==> config.mk <==
export PLATFORM = sky130hd
export DESIGN_NAME = hsl_saturation_adjust_flat
export DESIGN_NICKNAME = d
export VERILOG_FILES = /design/src/hsa_pkg.sv /design/src/hsa_pix_if.sv /design/src/hsl_saturation_adjust.sv /design/src/flat_wrapper.sv
export SDC_FILE = /design/constraint.sdc
export NUM_CORES = 2
export LEC_CHECK = 0
export BUFFER_PORTS_ARGS = -buffer_cell sky130_fd_sc_hd__buf_2
export CORE_MARGIN = 2
export CORE_UTILIZATION = 35
export CTS_CLUSTER_SIZE = 14
export DETAILED_ROUTE_END_ITERATION = 8
export GPL_ROUTABILITY_DRIVEN = 0
export PLACE_DENSITY = 0.46
export SYNTH_ARGS = -nofsm -noshare
export SYNTH_HDL_FRONTEND = slang
export SYNTH_SLANG_ARGS = --single-unit
==> constraint.sdc <==
create_clock -name i_clk -period 11.2 [get_ports i_clk]
set_input_delay 2.24 -clock i_clk [delete_from_list [all_inputs] [get_ports i_clk]]
set_output_delay 2.24 -clock i_clk [all_outputs]
set_load 0.01 [all_outputs]
==> src/hsa_pkg.sv <==
`default_nettype none
package hsa_pkg;

    localparam int unsigned LEVEL_MAX  = 255;
    localparam int unsigned PCT_FULL   = 100;
    localparam int unsigned FRAC_BITS  = 16;
    // gain quotient width: 8 bit numerator above 16 fraction bits
    localparam int unsigned Q_W        = 24;
    localparam int unsigned DIV_STEPS  = 2;
    localparam int unsigned DIV_STAGES = Q_W / DIV_STEPS;
    localparam int unsigned PROD_W     = 36;
    localparam int unsigned BASE_W     = 26;
    localparam int unsigned NUM_W      = 37;

    typedef logic [2:0][7:0] t_chan;

    typedef struct packed {
        t_chan             ch;
        logic [7:0]        mx;
        logic [7:0]        mn;
        logic signed [7:0] pct;
    } t_s1;

    typedef struct packed {
        t_chan             ch;
        logic [8:0]        sum;
        logic [7:0]        delta;
        logic [7:0]        den;
        logic signed [7:0] pct;
    } t_s2;

    typedef struct packed {
        t_chan          ch;
        logic [8:0]     sum;
        logic           gray;
        logic           pos;
        logic [7:0]     dvs;
        logic [7:0]     rem;
        logic [Q_W-1:0] qn;
    } t_div;

    typedef struct packed {
        t_chan                              ch;
        logic                               gray;
        logic [2:0][PROD_W-1:0]             prod;
        logic [2:0][BASE_W-1:0]             base;
    } t_mul;

endpackage
`default_nettype wire

==> src/hsa_pix_if.sv <==
`default_nettype none
interface hsa_in_if;
    logic       valid;
    logic       ready;
    logic [7:0] blue_in;
    logic [7:0] green_in;
    logic [7:0] red_in;
    modport source (output valid, output blue_in, output green_in, output red_in, input ready);
    modport sink (input valid, input blue_in, input green_in, input red_in, output ready);
endinterface

interface hsa_out_if;
    logic       valid;
    logic       ready;
    logic [7:0] blue_out;
    logic [7:0] green_out;
    logic [7:0] red_out;
    modport source (output valid, output blue_out, output green_out, output red_out,
                    input ready);
    modport sink (input valid, input blue_out, input green_out, input red_out,
                  output ready);
endinterface
`default_nettype wire

==> src/hsl_saturation_adjust.sv <==
`default_nettype none
// hsl saturation adjust, one bgr pixel per beat
// throughput: one beat per cycle while the output is ready, set by the 17 stage pipeline with a
//   12 stage restoring divider (2 quotient bits per stage) for the gain
// reset: synchronous active low, clears all stage valids and sets the percent to 0
module hsl_saturation_adjust (
    input  wire        i_clk,
    input  wire        i_rst_n,
    input  wire        i_cfg_we,
    input  wire  [7:0] i_cfg_data,
    hsa_in_if.sink     i_pix,
    hsa_out_if.source  o_pix
);

    localparam int unsigned NDIV = hsa_pkg::DIV_STAGES;
    // stage map: 0 minmax, 1 sum/den, 2 divider setup, 3..2+NDIV divider,
    // 3+NDIV multiply, 4+NDIV output register
    localparam int unsigned NS   = NDIV + 5;
    localparam int unsigned S_MUL = NDIV + 3;
    localparam int unsigned S_OUT = NDIV + 4;

    logic signed [7:0] r_pct;

    logic [NS-1:0] r_vld;
    logic [NS:0]   rdy;

    hsa_pkg::t_s1  r_s1, n_s1;
    hsa_pkg::t_s2  r_s2, n_s2;
    hsa_pkg::t_div r_dv [0:NDIV];
    hsa_pkg::t_div n_dv0;
    hsa_pkg::t_div n_dv [1:NDIV];
    hsa_pkg::t_mul r_mul, n_mul;
    hsa_pkg::t_chan r_out, n_out;

    // configuration register; the user must write it only while idle, the block does not enforce this
    always_ff @(posedge i_clk) begin
        if (!i_rst_n) begin
            r_pct <= '0;
        end else if (i_cfg_we) begin
            r_pct <= i_cfg_data;
        end
    end

    // per-stage ready: a stage loads when empty or when its beat moves on
    always_comb begin
        rdy[NS] = o_pix.ready;
        for (int k = NS - 1; k >= 0; k--) begin
            rdy[k] = !r_vld[k] || rdy[k+1];
        end
    end

    assign i_pix.ready = rdy[0];

    always_ff @(posedge i_clk) begin
        if (!i_rst_n) begin
            r_vld <= '0;
        end else begin
            if (rdy[0]) begin
                r_vld[0] <= i_pix.valid;
            end
            for (int k = 1; k < NS; k++) begin
                if (rdy[k]) begin
                    r_vld[k] <= r_vld[k-1];
                end
            end
        end
    end

    // stage 0: min/max and percent clamp
    always_comb begin
        n_s1.ch = {i_pix.red_in, i_pix.green_in, i_pix.blue_in};
        n_s1.mx = i_pix.blue_in;
        n_s1.mn = i_pix.blue_in;
        for (int i = 1; i < 3; i++) begin
            if (n_s1.ch[i] > n_s1.mx) n_s1.mx = n_s1.ch[i];
            if (n_s1.ch[i] < n_s1.mn) n_s1.mn = n_s1.ch[i];
        end
        if (r_pct < -8'sd100) begin
            n_s1.pct = -8'sd100;
        end else if (r_pct > 8'sd100) begin
            n_s1.pct = 8'sd100;
        end else begin
            n_s1.pct = r_pct;
        end
    end

    // stage 1: sum, delta and saturation denominator
    always_comb begin
        logic [8:0] tmp;
        n_s2.ch    = r_s1.ch;
        n_s2.pct   = r_s1.pct;
        n_s2.sum   = {1'b0, r_s1.mx} + {1'b0, r_s1.mn};
        n_s2.delta = r_s1.mx - r_s1.mn;
        tmp        = 9'(2 * hsa_pkg::LEVEL_MAX) - n_s2.sum;
        n_s2.den   = (n_s2.sum < 9'(hsa_pkg::LEVEL_MAX)) ? n_s2.sum[7:0] : tmp[7:0];
    end

    // stage 2: pick gain numerator and divisor
    always_comb begin
        logic [6:0]  pmag;
        logic [16:0] lhs;
        logic [16:0] rhs;
        logic [7:0]  num;
        pmag = r_s2.pct[6:0];
        lhs  = 17'(pmag) * 17'(r_s2.den) + 17'(hsa_pkg::PCT_FULL) * 17'(r_s2.delta);
        rhs  = 17'(hsa_pkg::PCT_FULL) * 17'(r_s2.den);
        n_dv0.ch   = r_s2.ch;
        n_dv0.sum  = r_s2.sum;
        n_dv0.gray = (r_s2.delta == 8'd0);
        n_dv0.pos  = !r_s2.pct[7];
        n_dv0.rem  = '0;
        if (n_dv0.gray) begin
            num          = '0;
            n_dv0.dvs    = 8'd1;
        end else if (r_s2.pct[7]) begin
            num          = 8'(hsa_pkg::PCT_FULL) + 8'(r_s2.pct);
            n_dv0.dvs    = 8'(hsa_pkg::PCT_FULL);
        end else if (lhs >= rhs) begin
            num          = r_s2.den - r_s2.delta;
            n_dv0.dvs    = r_s2.delta;
        end else begin
            num          = {1'b0, pmag};
            n_dv0.dvs    = 8'(hsa_pkg::PCT_FULL) - {1'b0, pmag};
        end
        n_dv0.qn = {num, {hsa_pkg::FRAC_BITS{1'b0}}};
    end

    // divider stages: restoring steps, quotient shifts into qn
    always_comb begin
        for (int k = 1; k <= NDIV; k++) begin
            logic [8:0] rem9;
            n_dv[k] = r_dv[k-1];
            for (int j = 0; j < hsa_pkg::DIV_STEPS; j++) begin
                rem9 = {n_dv[k].rem, n_dv[k].qn[hsa_pkg::Q_W-1]};
                if (rem9 >= {1'b0, n_dv[k].dvs}) begin
                    rem9 = rem9 - {1'b0, n_dv[k].dvs};
                    n_dv[k].qn = {n_dv[k].qn[hsa_pkg::Q_W-2:0], 1'b1};
                end else begin
                    n_dv[k].qn = {n_dv[k].qn[hsa_pkg::Q_W-2:0], 1'b0};
                end
                n_dv[k].rem = rem9[7:0];
            end
        end
    end

    // multiply stage: (2c - sum) * gain and the base term
    always_comb begin
        logic signed [10:0]                 diff;
        logic [8:0]                         bsel;
        logic signed [hsa_pkg::PROD_W-1:0]  dwide;
        logic signed [hsa_pkg::PROD_W-1:0]  gwide;
        n_mul.ch   = r_dv[NDIV].ch;
        n_mul.gray = r_dv[NDIV].gray;
        gwide = $signed({{(hsa_pkg::PROD_W-hsa_pkg::Q_W){1'b0}}, r_dv[NDIV].qn});
        for (int i = 0; i < 3; i++) begin
            diff = $signed({2'b00, r_dv[NDIV].ch[i], 1'b0}) - $signed({2'b00, r_dv[NDIV].sum});
            // full product width so large gains do not wrap
            dwide = $signed({{(hsa_pkg::PROD_W-11){diff[10]}}, diff});
            n_mul.prod[i] = dwide * gwide;
            bsel = r_dv[NDIV].pos ? {r_dv[NDIV].ch[i], 1'b0} : r_dv[NDIV].sum;
            n_mul.base[i] = {1'b0, bsel, {hsa_pkg::FRAC_BITS{1'b0}}};
        end
    end

    // output stage: add, floor and clip to 0..255; gray pixels pass through unchanged
    always_comb begin
        logic signed [hsa_pkg::NUM_W-1:0] num;
        logic signed [hsa_pkg::NUM_W-1:0] v;
        for (int i = 0; i < 3; i++) begin
            num = $signed({{(hsa_pkg::NUM_W-hsa_pkg::PROD_W){r_mul.prod[i][hsa_pkg::PROD_W-1]}},
                           r_mul.prod[i]})
                + $signed({{(hsa_pkg::NUM_W-hsa_pkg::BASE_W){1'b0}}, r_mul.base[i]});
            v = num >>> (hsa_pkg::FRAC_BITS + 1);
            if (r_mul.gray) begin
                n_out[i] = r_mul.ch[i];
            end else if (num < 0) begin
                n_out[i] = 8'd0;
            end else if (v > hsa_pkg::NUM_W'(hsa_pkg::LEVEL_MAX)) begin
                n_out[i] = 8'(hsa_pkg::LEVEL_MAX);
            end else begin
                n_out[i] = v[7:0];
            end
        end
    end

    // payload registers, no reset
    always_ff @(posedge i_clk) begin
        if (rdy[0])     r_s1  <= n_s1;
        if (rdy[1])     r_s2  <= n_s2;
        if (rdy[2])     r_dv[0] <= n_dv0;
        for (int k = 1; k <= NDIV; k++) begin
            if (rdy[k+2]) r_dv[k] <= n_dv[k];
        end
        if (rdy[S_MUL]) r_mul <= n_mul;
        if (rdy[S_OUT]) r_out <= n_out;
    end

    assign o_pix.valid     = r_vld[S_OUT];
    assign o_pix.blue_out  = r_out[0];
    assign o_pix.green_out = r_out[1];
    assign o_pix.red_out   = r_out[2];

    // divisor is never zero once the setup stage holds a beat
    a_dvs_nz: assert property (@(posedge i_clk) disable iff (!i_rst_n)
        r_vld[2] |-> r_dv[0].dvs != 8'd0)
        else $error("divider setup with zero divisor");

    // remainder stays below divisor at the divider exit
    a_rem_lt: assert property (@(posedge i_clk) disable iff (!i_rst_n)
        r_vld[S_MUL-1] |-> r_dv[NDIV].rem < r_dv[NDIV].dvs)
        else $error("divider remainder out of range");

    // input stalls only from output back pressure
    a_stall_src: assert property (@(posedge i_clk) disable iff (!i_rst_n)
        !i_pix.ready |-> (o_pix.valid && !o_pix.ready))
        else $error("input stalled without output back pressure");

    // reset empties the pipeline
    a_rst_empty: assert property (@(posedge i_clk)
        !i_rst_n |=> !o_pix.valid)
        else $error("output valid right after reset");

endmodule
`default_nettype wire

==> src/flat_wrapper.sv <==
// flat-port wrapper written by rule: the top's interface ports become plain ports
module hsl_saturation_adjust_flat 
  (i_clk, i_rst_n, i_cfg_we, i_cfg_data, i_pix_valid, i_pix_blue_in, i_pix_green_in, i_pix_red_in, i_pix_ready, o_pix_valid, o_pix_blue_out, o_pix_green_out, o_pix_red_out, o_pix_ready);
  hsa_in_if i_pix_i ();
  hsa_out_if o_pix_i ();
  input  wire i_clk;
  input  wire i_rst_n;
  input  wire i_cfg_we;
  input  wire  [7:0] i_cfg_data;
  input wire logic [$bits(i_pix_i.valid)-1:0] i_pix_valid;
  input wire logic [$bits(i_pix_i.blue_in)-1:0] i_pix_blue_in;
  input wire logic [$bits(i_pix_i.green_in)-1:0] i_pix_green_in;
  input wire logic [$bits(i_pix_i.red_in)-1:0] i_pix_red_in;
  output wire logic [$bits(i_pix_i.ready)-1:0] i_pix_ready;
  output wire logic [$bits(o_pix_i.valid)-1:0] o_pix_valid;
  output wire logic [$bits(o_pix_i.blue_out)-1:0] o_pix_blue_out;
  output wire logic [$bits(o_pix_i.green_out)-1:0] o_pix_green_out;
  output wire logic [$bits(o_pix_i.red_out)-1:0] o_pix_red_out;
  input wire logic [$bits(o_pix_i.ready)-1:0] o_pix_ready;
  assign i_pix_i.valid = i_pix_valid;
  assign i_pix_i.blue_in = i_pix_blue_in;
  assign i_pix_i.green_in = i_pix_green_in;
  assign i_pix_i.red_in = i_pix_red_in;
  assign i_pix_ready = i_pix_i.ready;
  assign o_pix_valid = o_pix_i.valid;
  assign o_pix_blue_out = o_pix_i.blue_out;
  assign o_pix_green_out = o_pix_i.green_out;
  assign o_pix_red_out = o_pix_i.red_out;
  assign o_pix_i.ready = o_pix_ready;
  hsl_saturation_adjust u_core (.i_clk(i_clk), .i_rst_n(i_rst_n), .i_cfg_we(i_cfg_we), .i_cfg_data(i_cfg_data), .i_pix(i_pix_i), .o_pix(o_pix_i));
endmodule
==> results.sh <==
export IMPL_outcome="finished, final reports clean"
export IMPL_drcViolationCount=0
export IMPL_netlist_area_sq_um=73200
export IMPL_dp_slack_ns=2.39
export IMPL_dieArea_sq_um=213000
export IMPL_synth_cell_type_count=86
export IMPL_netlist_instances=6221
export IMPL_cts_resized=0
export IMPL_ctsLongestPathBuffers=3
export IMPL_cts_setup_buffers=0
export IMPL_die_height_microns=461
export IMPL_path_common_cell="fa_1"
export IMPL_firstDrtPassIters=5
export IMPL_insertion_delay_ns=0.79
export IMPL_post_synth_cell_area_avg_sq_um=11.8
export IMPL_syn2layout_area_growth_pct=10.7
export IMPL_finalSetupViolCount=0
export IMPL_dp_hpwl_mm=124
export IMPL_synth_edf_count=1049
export IMPL_synthArstFlopShare_pct=0
export IMPL_cts_htree_levels=3
export IMPL_tns_ns=0
export IMPL_synth_main_ff_cell="edfxtp_1"
export IMPL_worstPathArrival_ns=9.36
export IMPL_numCtsBuffers=119
export IMPL_grt_pass1_wl_mm=265
export IMPL_placed_cells=8968
export IMPL_grt_setup_unrepaired="no"
export IMPL_layout_drive_gt1_share_pct=8.64
export IMPL_layout_cells_non_filler=9193
export IMPL_drv_cap=0
export IMPL_gr_total_overflow=0
export IMPL_io_pin_count=63
export IMPL_die_w_microns=461
export IMPL_drt_iter0_markers=2173
export IMPL_worst_setup_path_end_kind="flop"
export IMPL_use_met1_pct=21.5
export IMPL_coreArea_sq_um=207000
export IMPL_port_buffers=62
export IMPL_top_usage_layer="met2"
export IMPL_vias=43800
export IMPL_worst_slew_pin_slew_ns=1.25
export IMPL_drtAntennaViolNets=0
export IMPL_rows=167
export IMPL_clock_fmax_ghz=0.113
export IMPL_report_final_slew_viol_count=0
export IMPL_synth_nets=7506
export IMPL_cpMaxStageDelayCell="xnor2_2"
export IMPL_cts_hold_buf=0
export IMPL_critPathMaxFanout=30
export IMPL_cts_root_buf="clkbuf_16"
export IMPL_grt_start_max_net_pins=70
export IMPL_grt_use_total_pct=15.9
export IMPL_crit_type="flop to flop"
export IMPL_cpPeakStageDelay_ns=0.84
export IMPL_viasPerCell=4.77
export IMPL_timing_slew_headroom_pct=16.0
export IMPL_finalCritPeriodShare_pct=79.3
export IMPL_wl_per_cell_microns=18.0
export IMPL_cts_tree="done"
export IMPL_hold_viol=0
export IMPL_hp_class="flop to flop"
export IMPL_met2_usage_pct=27.5
export IMPL_nets=7586
export IMPL_worst_setup_path_start_kind="flop"
export IMPL_use_met3_pct=1.86
export IMPL_ys_warn_count=0
export IMPL_ys_seq_area_share_pct=43.7
export IMPL_finalCriticalPeriod_ns=8.88
export IMPL_clock_sinks=1074
export IMPL_antenna_found_initial=8
export IMPL_wirelength_mm=166
export IMPL_start_util_pct=35.3
export IMPL_synth_seq_cells=1074
export IMPL_holdWs_ns=0.372
export IMPL_grt_pass1_vias=46200
export IMPL_cts_clk_slew_worst_paths_ns=0.06
export IMPL_setup_slack_ns=2.32
export IMPL_crit_required_ns=11.68
export IMPL_finClkSkew_ns=0.0819
==> layout make-up <==
cell class              instances  area, sq um
fillers                     20000       127000
multi-input cells            3915        36700
repair buffers                136          866
flip-flops and latches       1074        32000
well taps                    2788         3490
inverters                    1055         3960
clock buffers                 139         3070
clock inverters                85          926
diodes                          1         2.50
==> flip-flops by register name (all words and copies together), names as in the netlist <==
signal,count
u_core.r_vld,17
u_core.o_pix.red_out,8
u_core.r_mul,107
u_core.n_s2,32
u_core.r_dv,815
u_core.r_s1,16
u_core.o_pix.blue_out,8
u_core.n_dv0,32
u_core.r_s2,23
u_core.r_pct,8
u_core.o_pix.green_out,8
==> through the flow <==
step / utilization, % / instance area, sq um
global route: 39.0 / 81000
detailed placement: 37.1 / 77000
CTS: 39.0 / 81000
floorplan: - / 73200
finish: 39.0 / 81000
global placement: 37.1 / 77000
==> critical path: cells and delay by family (launching register included) <==
| kind | cells | cell delay [ns] |
|---|---|---|
| XOR/XNOR | 2 | 0.95 |
| adder cells (fa/ha/maj) | 7 | 3.47 |
| buffers and inverters | 4 | 0.38 |
| AO/OA/AOI/OAI | 12 | 2.89 |
| AND/OR/NAND/NOR | 4 | 0.53 |
| flip-flops | 1 | 0.35 |
==> cells by family after synthesis <==
logic type / Yosys count / share of synthesized area, %
simple gates: 1541 / 10.4
fa+ha+maj: 1248 / 27.4
flops: 1074 / 43.7
buf+inv: 1232 / 6.33
xor+xnor: 217 / 2.60
mux: 170 / 2.56
compound gates: 739 / 6.97
==> Yosys cell counts, types with 16 or more instances <==
library cell	n	share of area (%)
xor2_1	70	0.84
a21oi_1	158	1.1
nand2b_1	110	0.94
buf_1	21	0.11
nand2_1	540	2.8
fa_1	594	16
o211ai_1	20	0.21
clkbuf_1	150	0.77
and3_1	26	0.22
o21ai_0	184	1.3
inv_1	1054	5.4
nor3_1	105	0.72
xnor2_1	147	1.8
or2_2	16	0.14
o21a_1	53	0.54
mux2i_1	32	0.44
dfxtp_1	25	0.68
edfxtp_1	1049	43
or3_1	24	0.21
nand4_1	41	0.35
nor2b_1	81	0.69
mux2_2	138	2.1
nand3_1	47	0.32
and2_1	254	2.2
a21boi_0	52	0.53
ha_1	654	11
a31oi_1	27	0.23
a21o_1	68	0.70
nor2_1	250	1.3
==> final timing paths <==
| kind | startpoint | end | slack (ns) | cells after the start |
|---|---|---|---|---|
| max | u_core.r_dv[1][342] | u_core.r_mul[184] | 2.32 | 29 |
| min | u_core.r_dv[0][530] | u_core.r_dv[1][7] | 0.37 | 0 |
| max reg2reg | u_core.r_dv[1][342] | u_core.r_mul[184] | 2.32 | 29 |
| min reg2reg | u_core.r_dv[0][530] | u_core.r_dv[1][7] | 0.37 | 0 |
==> cells in the final DEF (no fill, tap or decap), types with 62 or more instances in the layout <==
cell type and count:
edfxtp_1 1049, inv_1 1046, ha_1 654, fa_1 594, nand2_1 532, and2_1 254
nor2_1 248, o21ai_0 184, a21oi_1 158, xnor2_1 141, mux2_2 138, clkbuf_16 120
nand2b_1 110, nor3_1 105, nor2b_1 81, buf_4 74, a21o_1 68, xor2_1 68
buf_2 62
==> per-layer routing <==
layer	share of wire, %	vias up
li1	-	21100
met1	46	22000
met2	49	541
met3	3.0	175
met4	1.8	0
met5	0	-
Power is not shown: default switching activity piles up to over one toggle a cycle in this logic, so the estimate is an artifact.
